**src/kl_divergence_loss_grad_core_defines.svh**
```systemverilog
// ----------------------------------------------------------------------------
// KL divergence core assertion macros
// Shared concurrent assertion forms used inside the core's modules.
// ----------------------------------------------------------------------------
`ifndef KL_DIVERGENCE_LOSS_GRAD_CORE_DEFINES_SVH
`define KL_DIVERGENCE_LOSS_GRAD_CORE_DEFINES_SVH

// Same-cycle implication, sampled on clk and disabled while rst_n is low.
`define KLD_ASSERT_IMPLIES(lbl, ante, cons) \
    lbl: assert property (@(posedge clk) disable iff (!rst_n) (ante) |-> (cons)) \
        else $error("kld: same-cycle check failed");

// Next-cycle implication, sampled on clk and disabled while rst_n is low.
`define KLD_ASSERT_NEXT(lbl, ante, cons) \
    lbl: assert property (@(posedge clk) disable iff (!rst_n) (ante) |=> (cons)) \
        else $error("kld: next-cycle check failed");

`endif

```
**src/kld_pkg.sv**
```systemverilog
// ----------------------------------------------------------------------------
// KL divergence core package
// Types, constants and state encoding shared by the core's modules.
// ----------------------------------------------------------------------------
package kld_pkg;

    localparam int MAX_ELEMENTS_DEF = 65536;
    localparam int QUEUE_DEPTH      = 2;

    localparam int CFG_ADDR_W = 1;
    localparam int CFG_DATA_W = 17;
    localparam logic [CFG_ADDR_W-1:0] CFG_EPSILON       = 1'b0;
    localparam logic [CFG_ADDR_W-1:0] CFG_ELEMENT_COUNT = 1'b1;
    localparam logic [15:0] EPSILON_RST = 16'd1;
    localparam logic [16:0] COUNT_RST   = 17'd1;

    localparam logic [15:0] LN2_Q16    = 16'd45426;
    localparam logic [4:0]  LOG_ITER   = 5'd16;
    localparam logic [5:0]  GRAD_STEPS = 6'd32;
    localparam logic [5:0]  LOSS_STEPS = 6'd48;

    typedef struct packed {
        logic [15:0] predict_value;
        logic [15:0] label_value;
        logic        last_element;
    } in_item_t;

    typedef struct packed {
        logic signed [23:0] gradient_value;
        logic signed [23:0] loss_value;
        logic               loss_valid;
        logic               count_mismatch;
    } out_item_t;

    // Classified element as it waits between the front and the back.
    typedef struct packed {
        logic [15:0] label;
        logic        last;
        logic        p_zero;
        logic        l_zero;
        logic [16:0] a_val;
        logic [16:0] b_val;
        logic [32:0] pn;
    } entry_t;

    typedef struct packed {
        logic        start;
        logic [16:0] value;
    } log_req_t;

    typedef struct packed {
        logic        busy;
        logic [20:0] value;
    } log_rsp_t;

    typedef struct packed {
        logic        start;
        logic [47:0] dividend;
        logic [32:0] divisor;
        logic [5:0]  steps;
    } div_req_t;

    typedef struct packed {
        logic        busy;
        logic [47:0] quotient;
    } div_rsp_t;

    typedef enum logic [3:0] {
        ST_IDLE,
        ST_LOGA,
        ST_LOGB,
        ST_MUL1,
        ST_MUL2,
        ST_ACC,
        ST_WDIV,
        ST_DIVL,
        ST_OUT
    } kld_state_t;

endpackage

```
**src/kld_front.sv**
```systemverilog
// ----------------------------------------------------------------------------
// KL divergence front end
// Accepts input transfers, classifies them and precomputes operands.
// ----------------------------------------------------------------------------
module kld_front (
    input  logic              in_valid,
    input  kld_pkg::in_item_t in_item,
    output logic              in_stall,
    input  logic              q_full,
    output logic              push,
    output kld_pkg::entry_t   entry,
    input  logic [15:0]       epsilon,
    input  logic [16:0]       element_count
);

    logic [16:0] b_sum;
    logic [16:0] n_eff;

    assign in_stall = q_full;
    assign push     = in_valid && !q_full;

    always_comb
    begin
        b_sum = 17'(in_item.predict_value) + 17'(epsilon);
        n_eff = (element_count == 17'd0) ? 17'd1 : element_count;
        entry.label  = in_item.label_value;
        entry.last   = in_item.last_element;
        entry.p_zero = (in_item.predict_value == 16'd0);
        entry.l_zero = (in_item.label_value == 16'd0);
        entry.a_val  = 17'(in_item.label_value) + 17'(epsilon);
        // A zero denominator inside the logarithm is taken as one.
        entry.b_val  = (b_sum == 17'd0) ? 17'd1 : b_sum;
        entry.pn     = 33'(in_item.predict_value) * 33'(n_eff);
    end

endmodule

```
**config.mk**
```make
export PLATFORM = sky130hd
export DESIGN_NAME = kld_front
export DESIGN_NICKNAME = d
export VERILOG_FILES = /design/src/kl_divergence_loss_grad_core_defines.svh /design/src/kld_pkg.sv /design/src/kld_front.sv
export SDC_FILE = /design/constraint.sdc
export NUM_CORES = 1
export LEC_CHECK = 0
export BUFFER_PORTS_ARGS = -buffer_cell sky130_fd_sc_hd__buf_2
export CAP_MARGIN = 25
export CELL_PAD_IN_SITES_DETAIL_PLACEMENT = 0
export CELL_PAD_IN_SITES_GLOBAL_PLACEMENT = 2
export CORE_MARGIN = 5
export CORE_UTILIZATION = 37
export DETAILED_ROUTE_END_ITERATION = 16
export PLACE_DENSITY_LB_ADDON = 0.05
export SLEW_MARGIN = 20
export SYNTH_ARGS = -nofsm -noshare
export SYNTH_HDL_FRONTEND = slang
export SYNTH_SLANG_ARGS = --single-unit
```
**constraint.sdc**
```tcl
create_clock -name vclk -period 9.06
set_input_delay 0.453 -clock vclk [all_inputs]
set_output_delay 0.453 -clock vclk [all_outputs]
set_load 0.01 [all_outputs]
```
Word-level counts from Yosys, hierarchy flattened:

Index checks and enable logic that the tools add are counted.

* logic and storage cells: 11
* register bits after elaboration: 0
* bits of input ports: 68

* reductions and logical operators: 6
* $add $sub $neg: 2
* muxes and demuxes: 2
* multipliers: 1

Operators with widths (count)
* adder 16 x 16 -> 17 bit: 2
* zero test 17 bit: 2
* 2-to-1 mux 17 bit: 2
* multiplier 16 x 17 -> 33 bit: 1
* zero test 16 bit: 2
* logical AND 1 bit: 1
* zero test 1 bit: 1

Longest topological paths before layout:

* depth in word-level cells: 3
* mapped depth: 25

Worst setup path before layout:

Ideal clock, no wire load.

* path type: in2out
* start point: in element_count[14]
* end point: out entry[30] (netlist bit)
* path buffers: 1
* data required time: 8.607 ns
* stages: 23
* slack: 1.530 ns
* arrival time: 7.077 ns
* path through: nor4_1 nand4_1 o41ai_1 clkbuf_1 nand2_1 fa_1 fa_1 inv_1 fa_1 fa_1 fa_1 inv_1 fa_1 inv_1 ha_1 a21o_1 a21o_1 a221oi_1 nand2_1 a311oi_1 o21ai_0 or4b_2 nand3_1

RTL lines
* from (decl): RTL line kld_front.sv:13 `input logic [16:0] element_count`
* to (decl): RTL line kld_front.sv:11 `output kld_pkg::entry_t entry,`

==> key figures <==
Outcome
  – Status: finished clean

Cells and area
  – Area delta synth->final: 9.238%
  – # nets final: ~1,800
  – Commonest non-fill, non-tap cell in the layout: inv_1
  – Most frequent cells in the layout: inv_1, fa_1, nand2_1, buf_2, and2_1
  – Clock buf count: 0
  – Multi-input gate area: 9469 um^2
  – FF+latch area: 0 um^2
  – FFs & Latches: 0
  – Antenna fix cells: 0
  – Fillers: 3,011
  – Share of layout cells above drive strength 1: between 10% and 20%

Detailed routing
  – Total iterations of the first detailed-routing run: 4
  – DR iter-0 viols: 321
  – Wire per inst: 17.13 um
  – Via count: 8,632
  – DR vias/cell: 4.924
  – Post-Route WL: 30,030 um
  – Post-DRT Antenna Nets: 0
  – # DRC: 0

Die
  – Total die area: 32,420 um^2
  – Core ar.: 28,630 um^2
  – Die X-Extent: 180.1 um
  – Starting Density: ~37%
  – Die H: 180.1 um
  – IO Count: 156
  – Number of core rows: 62

Critical path
  – Family with the most delay on the worst path: adder cells
  – Critical Path RT: 8.61 ns
  – Startpoint types: input port
  – CP Max Fanout: 17
  – Buf+Inv Stages, Crit Path: 7
  – Crit path DAT: 7.49 ns
  – CP peak stage delay: about 0.69 ns
  – Critical path capture point type: primary output
  – WS Path Type: input port to primary output
  – Most used cell, CP: fa_1
  – CP max stage cell: or4b_2

GRT
  – Initial antenna violation count: 1
  – Gr usage total: between 15 and 20%
  – GRT overflow: 0
  – First-pass GRT wire length: 49,300 um
  – Pin count of the biggest net entering global routing: 21
  – Number of global-route vias before repair: between 9,000 and 10,000

Yosys
  – Synth Net Count: 1,688
  – Netlist cell types: 53
  – Synth top area cells: fa_1, ha_1, inv_1, and2_1, nand2_1
  – Syn_area_per_cell: 8.406 um^2
  – Area leader, netlist: fa_1
  – Ys Warns: 0
  – Seq/Total Area, Yosys: 0%
  – Share of the synthesized area in the top cell type: 39.29%
  – Gate Count Post-Synth: 1,273
  – Synthesized area: 10,700 um^2

Timing
  – Max Clock Freq: 0.1259 GHz
  – Pins Over Slew Limit: 0
  – Final min period: 7.944 ns
  – Fin crit share: ~88%
  – RSZ-0062 raised after global routing: no
  – Worst-Margin Slew: between 0.6 and 0.7 ns
  – Final hold vios: 0
  – Final setup viols: 0
  – Setup_tns: 0 ns
  – Slew headroom: 58.66%

Min path
  – Hold Path Stages: 0
  – Hold_sp: in_item[0]
  – HP Class: input port to primary output
  – Hold EP: entry[69]

Placement
  – HPWL Detailed: 25,300 um
  – Gpl congestion: between 0.8 and 0.9
  – PortBufs: 154

CTS
  – Hold_buf cts: 0
  – Setup bufs post-CTS: 0
  – Post-CTS Resized: 0

Flow run
  – Max-Cap Viols: 0
==> per-stage QoR <==
stage               setup WS [ns]  util [%]  cells  hold slack (ns)  area, um^2
floorplan                   1.530         -   1273           0.9524       10700
global placement            1.277     40.83   1753           0.9062       11690
detailed placement          1.141     40.83   1753           0.9062       11690
CTS                         1.111     40.83   1753           0.9062       11690
global route               0.6907     40.83   1753           0.9061       11690
finish                      1.116     40.83   1753           0.9061       11690
==> Yosys cell counts, drive strengths merged (7+ instances only) <==
master	instances
inv	250
fa	210
nand2	161
and2	143
ha	137
clkbuf	42
a21oi	41
xnor2	36
nor2	28
o21ai	26
buf	20
nand3	18
nor3	18
a21o	16
nor4	14
xor2	13
nor2b	9
nand2b	8
o21a	8
a211oi	7
==> metal layers <==
layer / up-vias / GRT usage (%) / routed length (um) / share of wire [%]
met2: 161 / 33.70 / 15340 / 51
met3: 25 / 0.8074 / 994 / 3.3
met1: 4275 / 24.80 / 13250 / 44
met5: - / 0 / 7 / 0.023
li1: 4169 / - / - / -
met4: 2 / 2.208 / 433 / 1.4
==> worst max path at each step <==
stage | start | end | slack [ns] | depth (start not counted)
final | element_count[7] | entry[30] | 1.12 | 26
after global routing | element_count[3] | entry[30] | 0.69 | 26
after CTS | element_count[3] | entry[30] | 1.11 | 26
after detailed placement | element_count[3] | entry[30] | 1.14 | 26
after global placement | element_count[14] | entry[30] | 1.28 | 26
after floorplan | element_count[14] | entry[30] | 1.53 | 23
==> kinds of logic after synthesis <==
kind of cell,synth area share (%)
adder cells (fa/ha/maj),55.31
XOR/XNOR,4.011
AO/OA/AOI/OAI,8.466
buffers and inverters,11.58
AND/OR/NAND/NOR,20.35
multiplexers,0.2923
==> cell type report <==
class / instances / area share [%]
tap: 384 / 4.110
multi-input combinational: 961 / 81.01
timing repair buffer: 158 / 6.851
inverter: 250 / 8.028
Power is left out: the tool's default activity adds up to more than one toggle a clock period on the data nets, which glitch-free logic cannot reach.
