File: src/kl_divergence_loss_grad_core_defines.svh
// ----------------------------------------------------------------------------
// KL divergence core assertion macros
// Shared concurrent assertion forms used inside the core's modules.
// ----------------------------------------------------------------------------
`ifndef KL_DIVERGENCE_LOSS_GRAD_CORE_DEFINES_SVH
`define KL_DIVERGENCE_LOSS_GRAD_CORE_DEFINES_SVH

// Same-cycle implication, sampled on clk and disabled while rst_n is low.
`define KLD_ASSERT_IMPLIES(lbl, ante, cons) \
    lbl: assert property (@(posedge clk) disable iff (!rst_n) (ante) |-> (cons)) \
        else $error("kld: same-cycle check failed");

// Next-cycle implication, sampled on clk and disabled while rst_n is low.
`define KLD_ASSERT_NEXT(lbl, ante, cons) \
    lbl: assert property (@(posedge clk) disable iff (!rst_n) (ante) |=> (cons)) \
        else $error("kld: next-cycle check failed");

`endif

File: src/kld_pkg.sv
// ----------------------------------------------------------------------------
// KL divergence core package
// Types, constants and state encoding shared by the core's modules.
// ----------------------------------------------------------------------------
package kld_pkg;

    localparam int MAX_ELEMENTS_DEF = 65536;
    localparam int QUEUE_DEPTH      = 2;

    localparam int CFG_ADDR_W = 1;
    localparam int CFG_DATA_W = 17;
    localparam logic [CFG_ADDR_W-1:0] CFG_EPSILON       = 1'b0;
    localparam logic [CFG_ADDR_W-1:0] CFG_ELEMENT_COUNT = 1'b1;
    localparam logic [15:0] EPSILON_RST = 16'd1;
    localparam logic [16:0] COUNT_RST   = 17'd1;

    localparam logic [15:0] LN2_Q16    = 16'd45426;
    localparam logic [4:0]  LOG_ITER   = 5'd16;
    localparam logic [5:0]  GRAD_STEPS = 6'd32;
    localparam logic [5:0]  LOSS_STEPS = 6'd48;

    typedef struct packed {
        logic [15:0] predict_value;
        logic [15:0] label_value;
        logic        last_element;
    } in_item_t;

    typedef struct packed {
        logic signed [23:0] gradient_value;
        logic signed [23:0] loss_value;
        logic               loss_valid;
        logic               count_mismatch;
    } out_item_t;

    // Classified element as it waits between the front and the back.
    typedef struct packed {
        logic [15:0] label;
        logic        last;
        logic        p_zero;
        logic        l_zero;
        logic [16:0] a_val;
        logic [16:0] b_val;
        logic [32:0] pn;
    } entry_t;

    typedef struct packed {
        logic        start;
        logic [16:0] value;
    } log_req_t;

    typedef struct packed {
        logic        busy;
        logic [20:0] value;
    } log_rsp_t;

    typedef struct packed {
        logic        start;
        logic [47:0] dividend;
        logic [32:0] divisor;
        logic [5:0]  steps;
    } div_req_t;

    typedef struct packed {
        logic        busy;
        logic [47:0] quotient;
    } div_rsp_t;

    typedef enum logic [3:0] {
        ST_IDLE,
        ST_LOGA,
        ST_LOGB,
        ST_MUL1,
        ST_MUL2,
        ST_ACC,
        ST_WDIV,
        ST_DIVL,
        ST_OUT
    } kld_state_t;

endpackage

File: src/kld_queue.sv
// ----------------------------------------------------------------------------
// KL divergence element queue
// Short queue that decouples the front end from the back end.
// ----------------------------------------------------------------------------
`include "kl_divergence_loss_grad_core_defines.svh"

module kld_queue (
    input  logic            clk,
    input  logic            rst_n,
    input  logic            push,
    input  kld_pkg::entry_t entry_in,
    input  logic            pop,
    output kld_pkg::entry_t entry_out,
    output logic            full,
    output logic            empty
);

    localparam int QD    = kld_pkg::QUEUE_DEPTH;
    localparam int PTR_W = (QD > 1) ? $clog2(QD) : 1;
    localparam int CNT_W = $clog2(QD + 1);
    localparam logic [PTR_W-1:0] PTR_LAST = PTR_W'(QD - 1);
    localparam logic [CNT_W-1:0] CNT_FULL = CNT_W'(QD);

    kld_pkg::entry_t   slot_reg [QD];
    logic [PTR_W-1:0]  wr_ptr_reg, wr_ptr_next;
    logic [PTR_W-1:0]  rd_ptr_reg, rd_ptr_next;
    logic [CNT_W-1:0]  count_reg, count_next;

    assign full      = (count_reg == CNT_FULL);
    assign empty     = (count_reg == '0);
    assign entry_out = slot_reg[rd_ptr_reg];

    always_comb
    begin
        wr_ptr_next = wr_ptr_reg;
        rd_ptr_next = rd_ptr_reg;
        count_next  = count_reg;
        if (push)
        begin
            wr_ptr_next = (wr_ptr_reg == PTR_LAST) ? '0 : wr_ptr_reg + 1'b1;
        end
        if (pop)
        begin
            rd_ptr_next = (rd_ptr_reg == PTR_LAST) ? '0 : rd_ptr_reg + 1'b1;
        end
        if (push && !pop)
        begin
            count_next = count_reg + 1'b1;
        end
        else if (pop && !push)
        begin
            count_next = count_reg - 1'b1;
        end
    end

    always_ff @(posedge clk or negedge rst_n)
    begin
        if (!rst_n)
        begin
            wr_ptr_reg <= '0;
            rd_ptr_reg <= '0;
            count_reg  <= '0;
        end
        else
        begin
            wr_ptr_reg <= wr_ptr_next;
            rd_ptr_reg <= rd_ptr_next;
            count_reg  <= count_next;
        end
    end

    always_ff @(posedge clk)
    begin
        if (push)
        begin
            slot_reg[wr_ptr_reg] <= entry_in;
        end
    end

    `KLD_ASSERT_IMPLIES(a_q_pop_nonempty, pop, count_reg != '0)
    `KLD_ASSERT_IMPLIES(a_q_count_bound, 1'b1, count_reg <= CNT_FULL)

endmodule

File: config.mk
export PLATFORM = sky130hd
export DESIGN_NAME = kld_queue
export DESIGN_NICKNAME = d
export VERILOG_FILES = /design/src/kld_pkg.sv /design/src/kld_queue.sv
export VERILOG_INCLUDE_DIRS = /design/src /design/src/src
export SDC_FILE = /design/constraint.sdc
export NUM_CORES = 1
export LEC_CHECK = 0
export BUFFER_PORTS_ARGS = -buffer_cell sky130_fd_sc_hd__buf_2
export CELL_PAD_IN_SITES_DETAIL_PLACEMENT = 0
export CELL_PAD_IN_SITES_GLOBAL_PLACEMENT = 1
export CORE_ASPECT_RATIO = 0.5
export CORE_UTILIZATION = 25
export CTS_CLUSTER_DIAMETER = 100
export CTS_CLUSTER_SIZE = 30
export DETAILED_ROUTE_END_ITERATION = 12
export PLACE_DENSITY_LB_ADDON = 0.15
export SLEW_MARGIN = 20
export SYNTH_ARGS = -nofsm -noshare
export SYNTH_HDL_FRONTEND = slang
export SYNTH_SLANG_ARGS = --single-unit
File: constraint.sdc
create_clock -name clk -period 5.9 [get_ports clk]
set_input_delay 0.885 -clock clk [delete_from_list [all_inputs] [get_ports clk]]
set_output_delay 0.885 -clock clk [all_outputs]
set_load 0.02 [all_outputs]
## After elaboration in Yosys (flattened, before gate mapping)

Memories as Yosys holds them, arrays and structs flattened.
Cells that the tools add are included.

| cells by class | value |
|---|---|
| $add $sub $neg | 4 |
| equality and inequality tests | 1 |
| muxes and demuxes | 6 |
| reductions and logical operators | 6 |

Operators with widths:

| kind | count |
|---|---|
| two-way mux 1 bit | 4 |
| two-way mux 2 bit | 2 |
| adder 1 bit (second input constant) | 2 |
| adder 2 x 1 -> 2 bit (second input constant) | 1 |
| equality test 2 bit (second input constant) | 1 |
| logical AND 1 bit | 2 |
| zero test 1 bit | 2 |
| zero test 2 bit | 1 |
| nonzero test 2 bit | 1 |
| subtractor 2 x 1 -> 2 bit (second input constant) | 1 |

| storage, ports and cells | value |
|---|---|
| bits in registers | 4 |
| memory bits (writable) | 172 |
| input port bits | 90 |
| output and inout bits | 88 |
| logic and storage cells | 21 |
| memories | 1 |

Memories:

| memory | depth | bits a word | rd ports | clocked after Yosys merged registers in | write ports | RTL line | source |
|---|---|---|---|---|---|---|---|
| slot_reg | 2 | 86 | 1 | 0 | 1 | kld_queue.sv:24 | `kld_pkg::entry_t slot_reg [QD];` |

## Longest topological paths before layout

Gate-level depths: netlist of the first run.

| depth | value |
|---|---|
| word-level depth | 4 |
| gate-level depth with buffers | 5 |
| depth with buffers taken out | 5 |

## Least setup slack after synthesis of the first run

No wires, ideal clock.

| path | value |
|---|---|
| path kind | input to register |
| start point | in push |
| end point | mem slot_reg[0][0] in the netlist's numbering, enable pin |
| library setup time | 541 ps |
| arrival | 4639 ps |
| data required time | 5359 ps |
| path slack | 719 ps |
| cell stages on the path | 1 |
| buffers on the path | 0 |
| cell sequence | nor2b_1 |

| on the way | value |
|---|---|
| word-level cells in the longest chain between the ends | 2 |

RTL lines:

| item | RTL line | source |
|---|---|---|
| from (decl) | kld_queue.sv:10 | `input logic push,` |
| two-way mux 1 bit | kld_queue.sv:74 | `if (push)` |
| two-way mux 1 bit (implied by the code) | kld_queue.sv:76 | `slot_reg[wr_ptr_reg] <= entry_in;` |
| to (decl) | kld_queue.sv:24 |  |

Every way passes these cells.

==> results of run 1 <==
critical path, cell delays in order, from the launching register on:
cell and delay, ns:
dfrtp_4 1.05, buf_4 0.59, mux2_2 0.39, buf_2 0.16
cells in the mapped netlist:
cell type,instances
buf_2,5
mux2_2,56
and2_1,1
xnor2_1,1
buf_6,5
dfrtp_1,4
inv_1,1
nor2b_1,2
nor2_1,2
ha_1,1
edfxtp_1,172
xor2_1,4
mux2_4,30
routing by layer:
metal | GRT usage [%] | wire length (um) | share of wire, %
met1 | 11.4 | 5390 | 39
met2 | 18.8 | 7540 | 55
met3 | 3.74 | 559 | 4.1
met4 | 5.34 | 280 | 2.0
met5 | 0 | 0 | 0
worst max-delay path by stage:
stage | from | endpoint | slack [ns] | cells after the start
floorplan | push | slot_reg[0][0] | 0.72 | 1
global route | rd_ptr_reg | entry_out[3] | 2.16 | 3
CTS | rd_ptr_reg | entry_out[3] | 2.22 | 3
global placement | rd_ptr_reg | entry_out[15] | 2.72 | 3
finish | rd_ptr_reg | entry_out[3] | 2.34 | 3
detailed placement | rd_ptr_reg | entry_out[3] | 2.72 | 3
layout make-up:
type                            count  area share, %
Inverter                            1         0.0449
Tap cell                          344           5.15
Antenna cell                        1         0.0300
Clock inverter                     12           1.44
Timing Repair Buffer              180           11.0
Clock buffer                       19           5.18
Multi-Input combinational cell     97           14.1
Sequential cell                   176           63.1
stage by stage:
stage / cells / hold slack [ns] / utilization, %
5_1_grt: 830 / 0.225 / 32.9
3_3_place_gp: 798 / 0.472 / 30.7
2_1_floorplan: 284 / 0.455 / -
3_5_place_dp: 798 / 0.515 / 30.7
6_report: 830 / 0.256 / 32.9
4_1_cts: 829 / 0.222 / 32.9
placed cells by master (no fill, tap or decap):
cell type / count
buf_2: 177
ha_1: 1
xnor2_1: 1
diode_2: 1
mux2_2: 56
mux2_4: 30
clkinv_4: 2
buf_4: 2
clkinvlp_4: 2
dfrtp_4: 1
dfrtp_1: 3
and2_4: 1
edfxtp_1: 172
nor2_1: 2
xor2_1: 4
clkbuf_1: 2
inv_1: 1
clkinv_1: 2
buf_12: 1
clkbuf_16: 17
clkinv_2: 4
bufinv_16: 2
nor2b_4: 1
nor2b_1: 1
cell families (layout without fill, tap and decap cells):
logic type / Yosys count / after routing
flip-flops: 176 / 176
multiplexers: 86 / 86
buffers and inverters: 11 / 212
XOR/XNOR: 5 / 5
AND/OR/NAND/NOR: 5 / 5
adder cells (fa/ha/maj): 1 / 1
other: 0 / 1
report_power, final:
part	switching (mW)	internal (mW)	total [mW]
registers	0.148	1.66	1.81
logic	0.723	0.540	1.26
clock network	0.457	0.615	1.07
total	1.33	2.82	4.14
==> key figures, run 1 <==
Run status
  • Status: completed

Timing
  • Fin Setup TNS: 0 ns
  • Worst-Margin Slew: 0.943 ns
  • Minimum clock period: 3.56 ns
  • Worst clock skew: 0.00771 ns
  • Final setup vio count: 0
  • Slew margin rel.: 37.2%
  • Setup slack after layout: 2.34 ns
  • RSZ-0062 raised after global routing: no
  • Hold Fails Final Rpt: 0
  • Slew Limit Fails: 0
  • Max Clk Rate: 0.281 GHz
  • Period utilization: 60.3%

Detailed routing
  • First-pass detailed-route iteration total: 4
  • Routed wire per std cell: 16.6 um
  • DRC violation count after routing: 0
  • Vias: 3230
  • Final ANT Viol Nets: 0
  • Vias per inst: 3.89
  • DR iter-0 viols: 85
  • Drt total wl: 13800 um

Floorplan
  • Row count: 41
  • Initial Utilization: 25.7%
  • Full die area: 26700 um^2
  • I/O Pins: 178
  • CORE AREA: 25400 um^2
  • Die height: 116 um
  • Die Width: 230 um

Yosys
  • Seq/Total Area, Yosys: 80.8%
  • Distinct cells, synth: 13
  • Most area-consuming cells after synthesis: edfxtp_1 79%, mux2_2 9.7%, mux2_4 6.9%, dfrtp_1 1.5%, buf_6 0.86%
  • Largest family of logic cells by synthesized area: multiplexers
  • Synth Area in Simple Gates: 0.403%
  • Synth Area in Adders: 0.192%
  • Syn Std Cell Area: 6510 um^2
  • Syn_nets: 375
  • Area share of xor/xnor cells in the synthesized design: 0.672%
  • Dominant cell type by area after synthesis: edfxtp_1
  • YS warnings: 0
  • Register bit total from synthesis: 176
  • Synth top area share: 79.3%
  • Synth Area in Compound Gates: 0%
  • Post-Syn Instances: 284
  • Post-synthesis mux area share: 16.6%
  • Syn Area/Cell: 22.9 um^2

Critical path
  • Crit Path Class: reg -> out
  • Critical Path RT: 5.02 ns
  • Worst R2R Path Depth: 2
  • Reg2Reg Setup Slack: 3.80 ns
  • Worst Path Max Fanout: 60
  • Critical Path AT: 2.68 ns
  • Startpoint Class: flip-flop
  • Reg2reg end: slot_reg[1][68]
  • Critical R2R Launch: wr_ptr_reg
  • Worst setup EP type: primary output

Layout
  • Nets@finish: 564
  • Max reg flops: 172
  • Multi-input logic area: 1170 um^2
  • Register Area: 5270 um^2
  • Layout cells sized above 1: 61.0%
  • Fillers: 2507
  • Layout Cell Area excl Fill: 8350 um^2
  • Area Overhead vs Synth: 28.2%

Min path
  • Hold Crit Class: in -> async

Power
  • Max VDD drop: 0.000177 V
  • Power per cell area: 496 nW/um^2
  • Pwr Total: 4.14 mW
  • Lkg Pwr: 3.16 nW

Global route
  • All-Layer GR Usage: 10.6%
  • Gr ovfl total: 0
  • Antenna violations before repair: 1
  • Largest net degree at the start of global routing: 65
  • Vias in the first global route: 3400
  • First-pass GRT wire length: 20000 um

Placed design
  • Hpwl dp: 8700 um
  • IO buf count: 177
  • Placed cell areas: 7800 um^2
  • GP Congestion: 0.661
  • Worst slack, placed: 2.72 ns

Clock network
  • Clock Latency Late Sink: 0.43 ns
  • Post-CTS Resized: 0
  • CTS tree: built
  • Setup Fix Bufs, Post-CTS: 0
  • Reg clk slew, reported paths: 0.06 ns
  • Total CTS buffers: 17
  • Hold_buf cts: 0
  • H-tree Lvls: 4
  • Clock Path Buffers: 2
  • Clock sink count: 176
  • Root Buffer: clkbuf_16

Flow run
  • Max Cap Violations: 0
No activity file was read; power rests on OpenSTA's default activity.
==> run 2: changes to the inputs <==
- clock period: 5.9 -> 3.4 ns (I/O delays scaled with it)
==> key figures, run 2 (synthesis results as in run 1) <==
Run status
  • Status: completed

Clock network
  • Hold_buf cts: 1
  • Clock Latency Late Sink: 0.43 ns
  • Total CTS buffers: 17
  • H-tree Lvls: 4
  • Post-CTS Resized: 0
  • Clock sink count: 176
  • Clock Path Buffers: 2
  • Reg clk slew, reported paths: 0.06 ns
  • Root Buffer: clkbuf_16
  • CTS tree: built
  • Setup Fix Bufs, Post-CTS: 0

Min path
  • Hold Crit Class: in -> reg
  • Worst Min Path Start: entry_in[51]

Global route
  • First-pass GRT wire length: 19900 um
  • Largest net degree at the start of global routing: 40
  • Antenna violations before repair: 1
  • All-Layer GR Usage: 10.6%
  • Gr ovfl total: 0
  • Vias in the first global route: 3326

Layout
  • Commonest non-fill, non-tap cells in the layout: 177 x buf_2, 172 x edfxtp_1, 56 x mux2_2, 30 x mux2_4, 17 x clkbuf_16
  • Layout cells sized above 1: 61.0%
  • Area Overhead vs Synth: 29.7%
  • Max reg flops: 172
  • Nets@finish: 570
  • Most common cell after layout, fill and taps aside: buf_2
  • Fillers: 2509
  • N_diodes: 0
  • Register Area: 5270 um^2
  • Multi-input logic area: 1170 um^2

Timing
  • Period utilization: 77.5%
  • RSZ-0062 raised after global routing: no
  • Hold Fails Final Rpt: 0
  • Minimum clock period: 2.63 ns
  • Setup slack after layout: 0.766 ns
  • Max Clk Rate: 0.380 GHz
  • Slew margin rel.: 52.4%
  • Worst clock skew: 0.00463 ns
  • Final setup vio count: 0
  • Worst-Margin Slew: 0.712 ns
  • Slew Limit Fails: 0
  • Fin Setup TNS: 0 ns

Critical path
  • Worst Path Max Fanout: 37
  • Worst setup EP type: primary output
  • Worst setup endpoint: entry_out[12]
  • Critical Path RT: 2.89 ns
  • Critical R2R Launch: wr_ptr_reg
  • Reg2Reg Setup Slack: 1.65 ns
  • Startpoint Class: flip-flop
  • Crit Path Class: reg -> out
  • Worst Setup SP: rd_ptr_reg
  • Critical Path AT: 2.12 ns
  • Reg2reg end: slot_reg[1][21]
  • Worst R2R Path Depth: 2

Placed design
  • GP Congestion: 0.654
  • Worst slack, placed: 1.18 ns
  • Hpwl dp: 9010 um
  • IO buf count: 177

Detailed routing
  • Vias: 3261
  • Drt total wl: 13700 um
  • Routed wire per std cell: 16.4 um
  • DR iter-0 viols: 117
  • Final ANT Viol Nets: 0
  • DRC violation count after routing: 0
  • First-pass detailed-route iteration total: 4
  • Vias per inst: 3.90

Power
  • Lkg Pwr: 3.21 nW
  • Power per cell area: 868 nW/um^2
  • Max VDD drop: 0.000326 V

Floorplan
  • I/O Pins: 178
  • Row count: 41
  • Full die area: 26700 um^2
  • Die Width: 230 um
  • Initial Utilization: 25.7%
  • Die height: 116 um
  • CORE AREA: 25400 um^2

Flow run
  • Max Cap Violations: 0
## run 2: layer usage
layer  part of all wire, %  global-route usage, %  vias to the layer above
met1                    41                   11.8                     1673
met5                 0.087                      0                        -
met3                   4.7                   4.47                       16
met2                    53                   18.2                       56
met4                   1.4                   4.37                        2
li1                      -                      -                     1514
## run 2: through the flow
stage	power [mW]	cells	instance area (um^2)	hold slack (ns)	utilization [%]
global route	7.73	836	8450	0.227	33.3
global placement	5.52	803	7860	0.338	31.0
floorplan	4.73	284	6520	0.214	-
CTS	7.50	836	8450	0.224	33.3
finish	7.33	836	8450	0.262	33.3
detailed placement	5.53	803	7860	0.338	31.0
## run 2: cell type report
cell class                 count  share of cell area, %
clock inverter                14                   1.75
tap                          344                   5.10
multi-input combinational     97                   13.9
inverter                       1                 0.0444
timing repair buffer         186                   11.8
clock buffer                  18                   5.08
sequential                   176                   62.4
## run 2: worst min path at each step
stage	slack (ns)	endpoint	depth (start not counted)
global route	0.23	slot_reg[1][72]	1
finish	0.26	slot_reg[0][51]	1
CTS	0.22	slot_reg[0][8]	1
detailed placement	0.34	count_reg[1]	1
floorplan	0.21	count_reg[0]	0
global placement	0.34	count_reg[1]	1
## run 2: where the power goes
| group | switching [mW] | internal [mW] | leakage [nW] |
|---|---|---|---|
| clock network | 0.796 | 1.14 | 0.277 |
| logic | 1.35 | 0.986 | 1.27 |
| registers | 0.188 | 2.88 | 1.66 |
| total | 2.33 | 5.00 | 3.21 |
## run 2: worst max-delay path: stages (launching register included)
cell	delay (ns)
dfrtp_4	0.77
buf_12	0.32
mux2_2	0.38
buf_2	0.16
==> run 3: changes to the inputs <==
- clock period: 3.4 -> 2.67 ns (I/O delays scaled with it)
==> key figures, run 3 (synthesis results as in run 1) <==
Run status
  • Status: completed

Floorplan
  • CORE AREA: 25400 um^2
  • Die Width: 230 um
  • Die height: 116 um
  • Full die area: 26700 um^2
  • Initial Utilization: 25.7%
  • Row count: 41
  • I/O Pins: 178

Layout
  • Fillers: 2486
  • N_diodes: 0
  • Most common cell after layout, fill and taps aside: buf_2
  • Area Overhead vs Synth: 30.3%
  • Nets@finish: 569
  • Multi-input logic area: 1170 um^2
  • Layout cells sized above 1: 61.1%
  • Commonest non-fill, non-tap cells in the layout: 177 x buf_2, 172 x edfxtp_1, 56 x mux2_2, 30 x mux2_4, 17 x clkbuf_16
  • Register Area: 5270 um^2
  • Max reg flops: 172

Critical path
  • Slowest CP cell: dfrtp_4
  • Reg2Reg Setup Slack: 1.13 ns
  • Critical path depth in cells: 3
  • Crit Path Class: reg -> out
  • Critical Path AT: 1.92 ns
  • Slowest Stage Delay on Critical Path: 0.61 ns
  • Worst path cell trace: buf_4, mux2_4, buf_2
  • Critical R2R Launch: wr_ptr_reg
  • Worst R2R Path Depth: 2
  • Worst Path Max Fanout: 18
  • Worst setup EP type: primary output
  • Startpoint Class: flip-flop
  • Reg2reg end: slot_reg[1][42]
  • Critical path's top delay family: flip-flops
  • Critical Path RT: 2.27 ns
  • WP buf/inv: 2

Clock network
  • Clock Latency Late Sink: 0.43 ns
  • CTS tree: built
  • Total CTS buffers: 17
  • Reg clk slew, reported paths: 0.06 ns
  • Root Buffer: clkbuf_16
  • Setup Fix Bufs, Post-CTS: 0
  • Clock sink count: 176
  • H-tree Lvls: 4
  • Clock Path Buffers: 2

Global route
  • Largest net degree at the start of global routing: 58
  • Gr ovfl total: 0
  • All-Layer GR Usage: 10.5%
  • Antenna violations before repair: 0
  • Vias in the first global route: 3254
  • First-pass GRT wire length: 20000 um

Placed design
  • IO buf count: 177
  • GP Congestion: 0.659
  • Hpwl dp: 9290 um
  • Worst slack, placed: 0.771 ns

Timing
  • Worst clock skew: 0.00549 ns
  • RSZ-0062 raised after global routing: no
  • Fin Setup TNS: 0 ns
  • Hold Fails Final Rpt: 0
  • Max Clk Rate: 0.432 GHz
  • Worst-Margin Slew: 0.444 ns
  • Minimum clock period: 2.32 ns
  • Slew Limit Fails: 0
  • Setup slack after layout: 0.353 ns
  • Slew margin rel.: 70.4%
  • Period utilization: 86.8%
  • Final setup vio count: 0

Detailed routing
  • Vias: 3212
  • Vias per inst: 3.85
  • First-pass detailed-route iteration total: 4
  • DRC violation count after routing: 0
  • DR iter-0 viols: 142
  • Final ANT Viol Nets: 0
  • Drt total wl: 13800 um
  • Routed wire per std cell: 16.5 um

Power
  • Sequential fraction of design power: 40.7%
  • Internal Power: 6.50 mW
  • Max VDD drop: 0.000313 V
  • Lkg Pwr: 3.23 nW
  • Combinational share of power: 32.2%
  • Clk network pwr share: 27.1%
  • Pwr Total: 9.47 mW
  • Sw Ratio: 31.4%
  • Psw: 2.97 mW
  • Power per cell area: 1120 nW/um^2

Min path
  • Hold depth: 1
  • Hold Crit Class: in -> reg
  • Worst Min Path Start: entry_in[63]
  • Hold Path End: slot_reg[0][63]

Flow run
  • Max Cap Violations: 0
==> run 3: power by group through the flow <==
| stage | clock network [mW] | logic [mW] | registers [mW] |
|---|---|---|---|
| final | 2.56 | 3.05 | 3.85 |
| after global routing | 2.75 | 3.29 | 3.91 |
| after CTS | 2.65 | 3.16 | 3.86 |
| after detailed placement | 0 | 3.15 | 3.93 |
| after global placement | 0 | 3.15 | 3.91 |
| after floorplan | 0 | 2.17 | 3.83 |
==> run 3: final cells by class <==
| type | instances | area share, % |
|---|---|---|
| sequential | 176 | 62.1 |
| tap | 344 | 5.07 |
| clock inverter | 13 | 1.99 |
| multi-input combinational | 97 | 13.8 |
| clock buffer | 19 | 5.10 |
| inverter | 1 | 0.0442 |
| timing repair buffer | 185 | 11.9 |
==> run 3: how the worst max path moves through the flow <==
stage	end	start	slack [ns]
after floorplan	slot_reg[0][0]	push	0.54
after global placement	entry_out[34]	rd_ptr_reg	0.78
after detailed placement	entry_out[50]	rd_ptr_reg	0.77
after CTS	entry_out[39]	rd_ptr_reg	0.29
after global routing	entry_out[41]	rd_ptr_reg	0.25
final	entry_out[32]	rd_ptr_reg	0.35
==> run 3: repair_timing <==
action,4_1_cts,5_1_grt
hold buffers,1,0
gates resized for setup,0,0
endpoints found under the hold margin,4,0
setup endpoints to repair,0,0
==> run 3: routing by layer <==
| metal | wire (um) | track usage (%) | vias up |
|---|---|---|---|
| li1 | - | - | 1511 |
| met1 | 5930 | 12.7 | 1630 |
| met2 | 7140 | 17.8 | 53 |
| met3 | 462 | 2.86 | 18 |
| met4 | 260 | 5.30 | 0 |
| met5 | 0 | 0 | - |
==> run 3: metrics by stage <==
step / hold slack [ns] / cells / util [%] / cell area [um^2]
2_1_floorplan: 0.105 / 284 / - / 6520
3_3_place_gp: 0.218 / 802 / 31.0 / 7880
3_5_place_dp: 0.214 / 802 / 31.0 / 7880
4_1_cts: 0.124 / 835 / 33.4 / 8490
5_1_grt: 0.131 / 835 / 33.4 / 8490
6_report: 0.156 / 835 / 33.4 / 8490
