File: src/kl_divergence_loss_grad_core_defines.svh
// ----------------------------------------------------------------------------
// KL divergence core assertion macros
// Shared concurrent assertion forms used inside the core's modules.
// ----------------------------------------------------------------------------
`ifndef KL_DIVERGENCE_LOSS_GRAD_CORE_DEFINES_SVH
`define KL_DIVERGENCE_LOSS_GRAD_CORE_DEFINES_SVH

// Same-cycle implication, sampled on clk and disabled while rst_n is low.
`define KLD_ASSERT_IMPLIES(lbl, ante, cons) \
    lbl: assert property (@(posedge clk) disable iff (!rst_n) (ante) |-> (cons)) \
        else $error("kld: same-cycle check failed");

// Next-cycle implication, sampled on clk and disabled while rst_n is low.
`define KLD_ASSERT_NEXT(lbl, ante, cons) \
    lbl: assert property (@(posedge clk) disable iff (!rst_n) (ante) |=> (cons)) \
        else $error("kld: next-cycle check failed");

`endif

File: src/kld_pkg.sv
// ----------------------------------------------------------------------------
// KL divergence core package
// Types, constants and state encoding shared by the core's modules.
// ----------------------------------------------------------------------------
package kld_pkg;

    localparam int MAX_ELEMENTS_DEF = 65536;
    localparam int QUEUE_DEPTH      = 2;

    localparam int CFG_ADDR_W = 1;
    localparam int CFG_DATA_W = 17;
    localparam logic [CFG_ADDR_W-1:0] CFG_EPSILON       = 1'b0;
    localparam logic [CFG_ADDR_W-1:0] CFG_ELEMENT_COUNT = 1'b1;
    localparam logic [15:0] EPSILON_RST = 16'd1;
    localparam logic [16:0] COUNT_RST   = 17'd1;

    localparam logic [15:0] LN2_Q16    = 16'd45426;
    localparam logic [4:0]  LOG_ITER   = 5'd16;
    localparam logic [5:0]  GRAD_STEPS = 6'd32;
    localparam logic [5:0]  LOSS_STEPS = 6'd48;

    typedef struct packed {
        logic [15:0] predict_value;
        logic [15:0] label_value;
        logic        last_element;
    } in_item_t;

    typedef struct packed {
        logic signed [23:0] gradient_value;
        logic signed [23:0] loss_value;
        logic               loss_valid;
        logic               count_mismatch;
    } out_item_t;

    // Classified element as it waits between the front and the back.
    typedef struct packed {
        logic [15:0] label;
        logic        last;
        logic        p_zero;
        logic        l_zero;
        logic [16:0] a_val;
        logic [16:0] b_val;
        logic [32:0] pn;
    } entry_t;

    typedef struct packed {
        logic        start;
        logic [16:0] value;
    } log_req_t;

    typedef struct packed {
        logic        busy;
        logic [20:0] value;
    } log_rsp_t;

    typedef struct packed {
        logic        start;
        logic [47:0] dividend;
        logic [32:0] divisor;
        logic [5:0]  steps;
    } div_req_t;

    typedef struct packed {
        logic        busy;
        logic [47:0] quotient;
    } div_rsp_t;

    typedef enum logic [3:0] {
        ST_IDLE,
        ST_LOGA,
        ST_LOGB,
        ST_MUL1,
        ST_MUL2,
        ST_ACC,
        ST_WDIV,
        ST_DIVL,
        ST_OUT
    } kld_state_t;

endpackage

File: src/kld_log2.sv
// ----------------------------------------------------------------------------
// KL divergence log2 unit
// Iterative base-2 logarithm, one fraction bit per cycle by squaring.
// ----------------------------------------------------------------------------
module kld_log2 (
    input  logic              clk,
    input  logic              rst_n,
    input  kld_pkg::log_req_t req,
    output kld_pkg::log_rsp_t rsp
);

    logic        busy_reg;
    logic [4:0]  cnt_reg;
    logic [30:0] x_reg;
    logic [4:0]  k_reg;
    logic [15:0] frac_reg;

    logic [4:0]  k_find;
    logic [30:0] norm;
    logic [61:0] sq;
    logic [31:0] t;

    always_comb
    begin
        k_find = 5'd0;
        for (int i = 0; i < 17; i++)
        begin
            if (req.value[i])
            begin
                k_find = 5'(i);
            end
        end
        // Mantissa in Q1.30 with its leading one at bit 30.
        norm = 31'({14'd0, req.value} << (5'd30 - k_find));
        sq   = 62'(x_reg) * 62'(x_reg);
        t    = sq[61:30];
    end

    always_ff @(posedge clk or negedge rst_n)
    begin
        if (!rst_n)
        begin
            busy_reg <= 1'b0;
            cnt_reg  <= '0;
        end
        else if (req.start)
        begin
            busy_reg <= 1'b1;
            cnt_reg  <= kld_pkg::LOG_ITER;
        end
        else if (busy_reg)
        begin
            cnt_reg <= cnt_reg - 1'b1;
            if (cnt_reg == 5'd1)
            begin
                busy_reg <= 1'b0;
            end
        end
    end

    always_ff @(posedge clk)
    begin
        if (req.start)
        begin
            x_reg    <= norm;
            k_reg    <= k_find;
            frac_reg <= '0;
        end
        else if (busy_reg)
        begin
            x_reg    <= t[31] ? t[31:1] : t[30:0];
            frac_reg <= {frac_reg[14:0], t[31]};
        end
    end

    assign rsp.busy  = busy_reg;
    assign rsp.value = {k_reg, frac_reg};

endmodule

File: src/kld_div.sv
// ----------------------------------------------------------------------------
// KL divergence divider
// Restoring divider, one quotient bit per cycle, shared by gradient and loss.
// ----------------------------------------------------------------------------
module kld_div (
    input  logic              clk,
    input  logic              rst_n,
    input  kld_pkg::div_req_t req,
    output kld_pkg::div_rsp_t rsp
);

    logic        busy_reg;
    logic [5:0]  cnt_reg;
    logic [32:0] rem_reg;
    logic [32:0] divisor_reg;
    logic [47:0] dq_reg;

    logic [33:0] trial;
    logic        ge;

    always_comb
    begin
        trial = {rem_reg, dq_reg[47]};
        ge    = (trial >= {1'b0, divisor_reg});
    end

    always_ff @(posedge clk or negedge rst_n)
    begin
        if (!rst_n)
        begin
            busy_reg <= 1'b0;
            cnt_reg  <= '0;
        end
        else if (req.start)
        begin
            busy_reg <= 1'b1;
            cnt_reg  <= req.steps;
        end
        else if (busy_reg)
        begin
            cnt_reg <= cnt_reg - 1'b1;
            if (cnt_reg == 6'd1)
            begin
                busy_reg <= 1'b0;
            end
        end
    end

    // The dividend enters left aligned; quotient bits shift in at the bottom.
    always_ff @(posedge clk)
    begin
        if (req.start)
        begin
            rem_reg     <= '0;
            divisor_reg <= req.divisor;
            dq_reg      <= req.dividend;
        end
        else if (busy_reg)
        begin
            rem_reg <= ge ? 33'(trial - {1'b0, divisor_reg}) : trial[32:0];
            dq_reg  <= {dq_reg[46:0], ge};
        end
    end

    assign rsp.busy     = busy_reg;
    assign rsp.quotient = dq_reg;

endmodule

File: src/kld_back.sv
// ----------------------------------------------------------------------------
// KL divergence back end
// Sequences the log and divide units, accumulates terms, forms results.
// ----------------------------------------------------------------------------
`include "kl_divergence_loss_grad_core_defines.svh"

module kld_back #(
    parameter int MAX_ELEMENTS = kld_pkg::MAX_ELEMENTS_DEF
) (
    input  logic               clk,
    input  logic               rst_n,
    input  logic               q_empty,
    input  kld_pkg::entry_t    q_head,
    output logic               q_pop,
    input  logic [16:0]        element_count,
    output logic               out_valid,
    input  logic               out_stall,
    output kld_pkg::out_item_t out_item
);

    localparam int CNT_W = $clog2(MAX_ELEMENTS + 2);
    localparam int CMP_W = (CNT_W > 17) ? CNT_W : 17;
    localparam logic [CNT_W-1:0] CNT_TOP = CNT_W'(MAX_ELEMENTS + 1);
    localparam logic [47:0] SUM_MAX = {1'b0, {47{1'b1}}};
    localparam logic [47:0] SUM_MIN = {1'b1, 47'd0};

    kld_pkg::kld_state_t state_reg, state_next;
    kld_pkg::entry_t     ent_reg;
    kld_pkg::out_item_t  out_item_reg;
    kld_pkg::log_req_t   log_req;
    kld_pkg::log_rsp_t   log_rsp;
    kld_pkg::div_req_t   div_req;
    kld_pkg::div_rsp_t   div_rsp;

    logic [20:0]      la_reg;
    logic [20:0]      dlog_reg;
    logic             neg_reg;
    logic [36:0]      prod1_reg;
    logic [52:0]      prod2_reg;
    logic [47:0]      term_sum_reg, term_sum_next;
    logic [CNT_W-1:0] seen_reg, seen_next;
    logic [23:0]      grad_reg;
    logic [23:0]      loss_reg;
    logic             mism_reg;
    logic             loss_neg_reg;
    logic             out_valid_reg, out_valid_next;

    logic        out_free;
    logic        out_load;
    logic [16:0] n_eff;
    logic [47:0] sum_mag;
    logic [48:0] term_ext;
    logic [48:0] sum_ext;
    logic [23:0] grad_val;
    logic [23:0] loss_val;
    logic [23:0] gmag;
    logic [23:0] lmag;
    logic        div_free;
    logic        log_free;

    kld_log2 u_log2 (
        .clk   (clk),
        .rst_n (rst_n),
        .req   (log_req),
        .rsp   (log_rsp)
    );

    kld_div u_div (
        .clk   (clk),
        .rst_n (rst_n),
        .req   (div_req),
        .rsp   (div_rsp)
    );

    assign out_free = !out_valid_reg || !out_stall;
    assign div_free = !div_rsp.busy;
    assign log_free = !log_rsp.busy;

    always_comb
    begin
        n_eff   = (element_count == 17'd0) ? 17'd1 : element_count;
        sum_mag = term_sum_reg[47] ? 48'(-term_sum_reg) : term_sum_reg;

        term_ext = {19'd0, prod2_reg[52:23]};
        if (neg_reg)
        begin
            term_ext = 49'(-term_ext);
        end
        // Zero labels contribute nothing, whatever the logarithm says.
        if (ent_reg.l_zero)
        begin
            term_ext = '0;
        end
        sum_ext = {term_sum_reg[47], term_sum_reg} + term_ext;

        gmag = (div_rsp.quotient > 48'd8388608) ? 24'h800000 : div_rsp.quotient[23:0];
        grad_val = ent_reg.p_zero ? 24'd0 : 24'(-gmag);

        if (loss_neg_reg)
        begin
            lmag     = (div_rsp.quotient > 48'd8388608) ? 24'h800000
                                                        : div_rsp.quotient[23:0];
            loss_val = 24'(-lmag);
        end
        else
        begin
            lmag     = (div_rsp.quotient > 48'd8388607) ? 24'h7FFFFF
                                                        : div_rsp.quotient[23:0];
            loss_val = lmag;
        end
    end

    always_comb
    begin
        state_next = state_reg;
        unique case (state_reg)
            kld_pkg::ST_IDLE:
            begin
                if (!q_empty)
                begin
                    state_next = kld_pkg::ST_LOGA;
                end
            end
            kld_pkg::ST_LOGA:
            begin
                if (log_free)
                begin
                    state_next = kld_pkg::ST_LOGB;
                end
            end
            kld_pkg::ST_LOGB:
            begin
                if (log_free)
                begin
                    state_next = kld_pkg::ST_MUL1;
                end
            end
            kld_pkg::ST_MUL1: state_next = kld_pkg::ST_MUL2;
            kld_pkg::ST_MUL2: state_next = kld_pkg::ST_ACC;
            kld_pkg::ST_ACC:  state_next = kld_pkg::ST_WDIV;
            kld_pkg::ST_WDIV:
            begin
                if (div_free)
                begin
                    state_next = ent_reg.last ? kld_pkg::ST_DIVL : kld_pkg::ST_OUT;
                end
            end
            kld_pkg::ST_DIVL:
            begin
                if (div_free)
                begin
                    state_next = kld_pkg::ST_OUT;
                end
            end
            kld_pkg::ST_OUT:
            begin
                if (out_free)
                begin
                    state_next = kld_pkg::ST_IDLE;
                end
            end
            default: state_next = kld_pkg::ST_IDLE;
        endcase
    end

    always_comb
    begin
        q_pop    = 1'b0;
        out_load = 1'b0;
        log_req  = '0;
        div_req  = '0;
        unique case (state_reg)
            kld_pkg::ST_IDLE:
            begin
                if (!q_empty)
                begin
                    q_pop            = 1'b1;
                    log_req.start    = 1'b1;
                    log_req.value    = q_head.a_val;
                    div_req.start    = 1'b1;
                    div_req.dividend = {q_head.label, 32'd0};
                    div_req.divisor  = q_head.pn;
                    div_req.steps    = kld_pkg::GRAD_STEPS;
                end
            end
            kld_pkg::ST_LOGA:
            begin
                if (log_free)
                begin
                    log_req.start = 1'b1;
                    log_req.value = ent_reg.b_val;
                end
            end
            kld_pkg::ST_WDIV:
            begin
                if (div_free && ent_reg.last)
                begin
                    div_req.start    = 1'b1;
                    div_req.dividend = sum_mag;
                    div_req.divisor  = 33'({n_eff, 8'd0});
                    div_req.steps    = kld_pkg::LOSS_STEPS;
                end
            end
            kld_pkg::ST_OUT:
            begin
                out_load = out_free;
            end
            default:
            begin
                q_pop = 1'b0;
            end
        endcase
    end

    always_comb
    begin
        term_sum_next  = term_sum_reg;
        seen_next      = seen_reg;
        out_valid_next = out_valid_reg;
        if (state_reg == kld_pkg::ST_ACC)
        begin
            if (sum_ext[48] != sum_ext[47])
            begin
                term_sum_next = sum_ext[48] ? SUM_MIN : SUM_MAX;
            end
            else
            begin
                term_sum_next = sum_ext[47:0];
            end
            if (seen_reg != CNT_TOP)
            begin
                seen_next = seen_reg + 1'b1;
            end
        end
        if (state_reg == kld_pkg::ST_WDIV && div_free && ent_reg.last)
        begin
            term_sum_next = '0;
            seen_next     = '0;
        end
        if (out_load)
        begin
            out_valid_next = 1'b1;
        end
        else if (out_valid_reg && !out_stall)
        begin
            out_valid_next = 1'b0;
        end
    end

    always_ff @(posedge clk or negedge rst_n)
    begin
        if (!rst_n)
        begin
            state_reg     <= kld_pkg::ST_IDLE;
            term_sum_reg  <= '0;
            seen_reg      <= '0;
            out_valid_reg <= 1'b0;
        end
        else
        begin
            state_reg     <= state_next;
            term_sum_reg  <= term_sum_next;
            seen_reg      <= seen_next;
            out_valid_reg <= out_valid_next;
        end
    end

    always_ff @(posedge clk)
    begin
        if (q_pop)
        begin
            ent_reg <= q_head;
        end
        if (state_reg == kld_pkg::ST_LOGA && log_free)
        begin
            la_reg <= log_rsp.value;
        end
        if (state_reg == kld_pkg::ST_LOGB && log_free)
        begin
            neg_reg  <= (la_reg < log_rsp.value);
            dlog_reg <= (la_reg < log_rsp.value) ? (log_rsp.value - la_reg)
                                                 : (la_reg - log_rsp.value);
        end
        if (state_reg == kld_pkg::ST_MUL1)
        begin
            prod1_reg <= 37'(dlog_reg) * 37'(ent_reg.label);
        end
        if (state_reg == kld_pkg::ST_MUL2)
        begin
            prod2_reg <= 53'(prod1_reg) * 53'(kld_pkg::LN2_Q16);
        end
        if (state_reg == kld_pkg::ST_WDIV && div_free)
        begin
            grad_reg     <= grad_val;
            loss_reg     <= '0;
            loss_neg_reg <= term_sum_reg[47];
            mism_reg     <= ent_reg.last && (CMP_W'(seen_reg) != CMP_W'(element_count));
        end
        if (state_reg == kld_pkg::ST_DIVL && div_free)
        begin
            loss_reg <= loss_val;
        end
        if (out_load)
        begin
            out_item_reg.gradient_value <= grad_reg;
            out_item_reg.loss_value     <= loss_reg;
            out_item_reg.loss_valid     <= ent_reg.last;
            out_item_reg.count_mismatch <= mism_reg;
        end
    end

    assign out_valid = out_valid_reg;
    assign out_item  = out_item_reg;

    `KLD_ASSERT_IMPLIES(a_div_start_idle, div_req.start, !div_rsp.busy)
    `KLD_ASSERT_NEXT(a_log_started, state_reg == kld_pkg::ST_IDLE && !q_empty, log_rsp.busy)
    `KLD_ASSERT_IMPLIES(a_sum_cleared, state_reg == kld_pkg::ST_OUT && ent_reg.last,
        term_sum_reg == '0 && seen_reg == '0)

endmodule
File: config.mk
export PLATFORM = sky130hd
export DESIGN_NAME = kld_back
export DESIGN_NICKNAME = d
export VERILOG_FILES = /design/src/kld_pkg.sv /design/src/kld_log2.sv /design/src/kld_div.sv /design/src/kld_back.sv
export VERILOG_INCLUDE_DIRS = /design/src /design/src/src
export SDC_FILE = /design/constraint.sdc
export NUM_CORES = 2
export LEC_CHECK = 0
export BUFFER_PORTS_ARGS = -buffer_cell sky130_fd_sc_hd__buf_2
export CAP_MARGIN = 10
export CORE_ASPECT_RATIO = 1.1
export CORE_MARGIN = 2
export CORE_UTILIZATION = 39
export DETAILED_ROUTE_END_ITERATION = 7
export GPL_ROUTABILITY_DRIVEN = 0
export PLACE_DENSITY = 0.55
export SLEW_MARGIN = 20
export SYNTH_ARGS = -nofsm -noshare
export SYNTH_HDL_FRONTEND = slang
export SYNTH_HIERARCHICAL = 1
export SYNTH_SLANG_ARGS = --single-unit
File: constraint.sdc
create_clock -name clk -period 10.8 [get_ports clk]
set_input_delay 0.54 -clock clk [delete_from_list [all_inputs] [get_ports clk]]
set_output_delay 0.54 -clock clk [all_outputs]
set_load 0.01 [all_outputs]
=== Word-level counts from Yosys, hierarchy flattened ===
Cells that the tools add are included.

* Register bits after elaboration: 517
* Input port bits: 107
* Output and inout port bits: 52
* Word-level logic and storage cells: 161

* $add $sub $neg: 11
* Multiply operators: 3
* Order comparisons: 4
* Equal/unequal tests: 19
* Shifts and indexed selects: 1
* Multiplexer cells: 68
* Reductions and logical operators: 23

{| class="wikitable"
|+ Operators by type and width
! kind !! number
|-
| $mux W48 || 7
|-
| $mux W88 || 2
|-
| $pmux W88 S2 || 1
|-
| $mux W24 || 5
|-
| $mux W49 || 2
|-
| $mux W31 || 3
|-
| $mux W5 || 17
|-
| $mux W17 || 4
|-
| $mul A31 B31 Y62 || 1
|-
| $mul A37 B15 Y52 const B || 1
|-
| $add A49 B49 Y49 || 1
|-
| $neg A30 Y49 || 1
|-
| $gt A48 B23 Y1 const B || 1
|-
| $gt A48 B24 Y1 const B || 1
|-
| $neg A48 Y48 || 1
|-
| $sub A21 B21 Y21 || 2
|-
| $mul A21 B16 Y37 || 1
|-
| $mux W18 || 2
|-
| $pmux W18 S2 || 1
|-
| $pmux W4 S9 || 1
|-
| $ge A34 B33 Y1 || 1
|-
| $mux W33 || 1
|-
| $sub A33 B33 Y33 || 1
|-
| $shl A17 B5 Y31 || 1
|-
| other kinds (28) || 70
|}

=== Logic depth before layout (Yosys ltp) ===
* Depth in word-level cells: 21
* Gate-level depth with buffers: 32
* Depth with buffers taken out: 27

=== Hierarchy ===
The synthesis kept the hierarchy.

{| class="wikitable"
|+ Modules (own cells, without submodules)
! module !! instances !! cells each !! area each (µm²) !! sequential area each (µm²)
|-
| kld_back || 1 || 3956 || 38702.1 || 9138.8
|-
| kld_log2 || 1 || 3311 || 30728.2 || 1551.5
|-
| kld_div || 1 || 645 || 6792.8 || 3268.1
|}

=== Worst setup path after synthesis ===
No wires, ideal clock.

* Path kind: reg-to-reg
* Start point: reg u_log2.x_reg[4]
* End point: reg u_log2.x_reg[23] (data pin)
* Library setup time: 0.261 ns
* Data arrival time: 7.511 ns
* Data required time: 10.539 ns
* Setup slack: 3.028 ns
* Cell stages (with the launch flop): 27
* Buffers on the path: 2
* Period minus slack after synthesis: 7.772 ns
* Path through: edfxtp_1 -> clkbuf_1 -> clkbuf_1 -> nand2_1 -> fa_1 -> inv_1 -> fa_1 -> fa_1 -> inv_1 -> fa_1 -> inv_1 -> fa_1 -> fa_1 -> fa_1 -> inv_1 -> fa_1 -> inv_1 -> ha_1 -> and2_1 -> a311o_1 -> a2111o_1 -> a311o_1 -> and2_4 -> a311o_1 -> mux2i_1 -> nor2_1 -> a221o_1

* Word-level cells in the longest chain between the ends: 4

{| class="wikitable"
|+ RTL lines
! element !! RTL line !! RTL
|-
| start: declaration || kld_log2.sv:14 || <nowiki>logic [30:0] x_reg;</nowiki>
|-
| start signal: assignment || kld_log2.sv:65 || <nowiki>x_reg <= norm;</nowiki>
|-
| start signal: assignment || kld_log2.sv:71 || <nowiki>x_reg <= t[31] ? t[31:1] : t[30:0];</nowiki>
|-
| $mul A31 B31 Y62 || kld_log2.sv:35 || <nowiki>sq = 62'(x_reg) * 62'(x_reg);</nowiki>
|-
| $mux W31 || kld_log2.sv:71 ||
|-
| $mux W31 || kld_log2.sv:69 || <nowiki>else if (busy_reg)</nowiki>
|-
| $mux W31 || kld_log2.sv:63 || <nowiki>if (req.start)</nowiki>
|}

Every way passes these cells. The select of a mux whose other input is x is not followed.
A chain may end at the register's enable or synchronous reset.

=== Worst setup path in the final report ===
* Start point: reg u_log2.x_reg[18]
* End point: reg u_log2.x_reg[10] (data pin)

Same word-level chain as after synthesis.

==> impl_metrics.tcl <==
set metrics [dict create \
    outcome "finished clean" \
    drt_iter0_markers 3217 \
    die_w_um 426 \
    synth_flop_cell "edfxtp_1" \
    async_flop_share_pct 16.8 \
    setup_slack_ns 1.37 \
    synth_top_area_share_pct 31.9 \
    cts_tree "yes" \
    period_needed_ns 9.43 \
    relSlewSlack_pct 24.5 \
    grt_pass1_wl_um 329000 \
    vias 55000 \
    arrival_ns 9.87 \
    synth_most_common_cell "inv_1" \
    finalWirelength_um 204000 \
    synth_seq_area_share_pct 18.3 \
    synth_area_um2 76200 \
    start_util_pct 39.2 \
    fin_nets 9967 \
    path_clk_slew_ns 0.05 \
    tns_ns 0 \
    largest_reg_flops 50 \
    cp_cell_sequence "buf_4 > and2_1 > inv_1 > fa_1 > fa_1 > fa_1 > fa_1 > inv_1 > fa_1 > fa_1 > fa_1 > fa_1 > ha_1 > nand3_2 > nor4_2 > o211ai_1 > o31ai_1 > nor2_1 > o211ai_2 > a311oi_4 > xor2_2 > buf_4 > and3_1 > a221o_1" \
    slowest_stage "edfxtp_1" \
    path_max_fanout 32 \
    drc 0 \
    drive_gt1_share_pct 6.54 \
    min_path_type "primary input to flip-flop" \
    required_ns 11.24 \
    placeableCoreArea_um2 195000 \
    yosys_warnings 6 \
    io_pins 159 \
    start_kind "flip-flop" \
    fin_util_pct 42.3 \
    dp_cells 10400 \
    finalCritPeriodShare_pct 87.3 \
    antenna_left 0 \
    max-clock-path-buffers 3 \
    die-area_um2 199000 \
    top_usage_layer "met2" \
    pre_cts_ws_ns 1.45 \
    rsz0062_at_grt "no" \
    dr.pass1.iters 6 \
    synth_cell_types 114 \
    dp_hpwl_um 164000 \
    numPortBuffers 158 \
    setup_viol 0 \
    synth_enable_flop_cells 363 \
    report.final.slew_viol_count 0 \
    grtUsageMet2_pct 35.8 \
    ys_top_cells_by_count "inv_1 (1581), fa_1 (1214), nand2_1 (742), ha_1 (710), and2_1 (366)" \
    yosysTopAreaCell "fa_1" \
    max_freq_mhz 106 \
    avgViaCountPerCell 5.20 \
    slowest_delay_ns 0.96 \
    cts_made_buffers 67 \
    fin_skew_ns 0.0600 \
    cts.sinks 495 \
    path_common_cell "fa_1" \
    synth_area_leaders "fa_1 (32%), edfxtp_1 (14%), ha_1 (12%), inv_1 (7.8%), nand2_1 (3.7%)" \
    ys_ff_latch 495 \
    worstSkewPairLatency_ns 0.70 \
    path_class "flip-flop to flip-flop" \
    drv_cap 0 \
    tightest_slew_ns 1.13 \
    wl_per_cell_um 19.3 \
    synth_cells 7912 \
    antenna_found_initial 8 \
    cts.root.buffer_cell "clkbuf_16" \
    grt_usage_pct 21.0 \
    grt_pass1_vias 59100 \
    area_growth_pct 7.96 \
    htree_levels 3 \
    die_h_um 468 \
    grt_max_degree 83 \
    cts_resized 0 \
    cp-end-kind "flip-flop" \
    final_cells 10600 \
    hold_viol 0 \
    overflow 0 \
    rows 170 \
    avgSynthCellArea_um2 9.63 \
    met1_usage_pct 27.7 \
    use_met3_pct 2.24 \
]
-- timing repair --
item | CTS | global route
endpoints found under the hold margin | 40 | 0
hold buffers | 16 | 0
buffers inserted | 0 | 0
-- cell families (layout without fill, tap and decap cells) --
kind of cell / after synthesis / after routing / synth area share, %
adder cells (fa/ha/maj): 1925 / 1925 / 43.6
AO/OA/AOI/OAI: 1195 / 1195 / 10.6
XOR/XNOR: 332 / 332 / 3.84
flip-flops: 495 / 495 / 18.3
AND/OR/NAND/NOR: 1945 / 1945 / 12.4
buffers and inverters: 1898 / 1974 / 9.51
multiplexers: 121 / 121 / 1.80
other: 1 / 16 / 0.00492
-- layout make-up --
cell class / instances / area (µm²)
fill: 19000 / 112000
multi-input combinational: 5522 / 55100
sequential: 495 / 14000
inverter: 1583 / 5940
tap: 2580 / 3230
clock buffer: 82 / 1800
timing repair buffer: 267 / 1710
clock inverter: 42 / 503
antenna: 12 / 30.0
-- metal layers --
metal	wire length, µm	share of wire [%]	vias up
met1	89400	44	27800
met4	6880	3.4	0
met3	8760	4.3	283
met5	0	0	-
met2	98800	48	1339
li1	-	-	25600
-- path summary, 6_finish.rpt --
kind,startpoint,to,slack [ns],cells past startpoint
setup / recovery,u_log2/x_reg[18],u_log2/x_reg[10],1.37,24
hold / removal,q_head[42],ent_reg[42],0.07,1
setup reg to reg,u_log2/x_reg[18],u_log2/x_reg[10],1.37,24
hold reg to reg,grad_reg[21],out_item[47],0.42,0
max in group asynchronous,rst_n,u_div/busy_reg,9.25,3
min in group asynchronous,rst_n,term_sum_reg[27],0.33,2
-- worst max-delay path, delay by kind of cell (launching register included) --
kind | cells | cell delay, ns
AOI/OAI and AO/OA | 5 | 1.55
xor gates and xnor gates | 1 | 0.18
buffers and inverters | 4 | 0.83
DFF | 1 | 0.96
and+or+nand+nor | 5 | 1.20
adders and majority gates | 9 | 4.45
-- cells in the final DEF, fill, tap and decap left out, types with 65 or more instances in the layout --
| master | Yosys | routed |
|---|---|---|
| inv_1 | 1581 | 1581 |
| fa_1 | 1214 | 1214 |
| nand2_1 | 742 | 741 |
| ha_1 | 710 | 710 |
| and2_1 | 366 | 366 |
| edfxtp_1 | 363 | 363 |
| nor2_1 | 365 | 362 |
| a21oi_1 | 298 | 297 |
| o21ai_0 | 227 | 227 |
| xor2_1 | 175 | 175 |
| buf_2 | 19 | 157 |
| xnor2_1 | 154 | 153 |
| a21o_1 | 122 | 122 |
| buf_4 | 18 | 90 |
| dfrtp_1 | 83 | 82 |
| clkbuf_16 | 0 | 68 |
| nor3_1 | 67 | 65 |
-- through the flow --
step                      cell area [µm²]  hold slack, ns
after global placement              79700           0.403
final                               82300          0.0685
after global routing                82300          0.0334
after floorplan                     76200           0.244
after CTS                           82200         0.00135
after detailed placement            79700           0.405
Power is left out: the tool's default activity adds up to more than one toggle a clock period on the data nets, which glitch-free logic cannot reach.
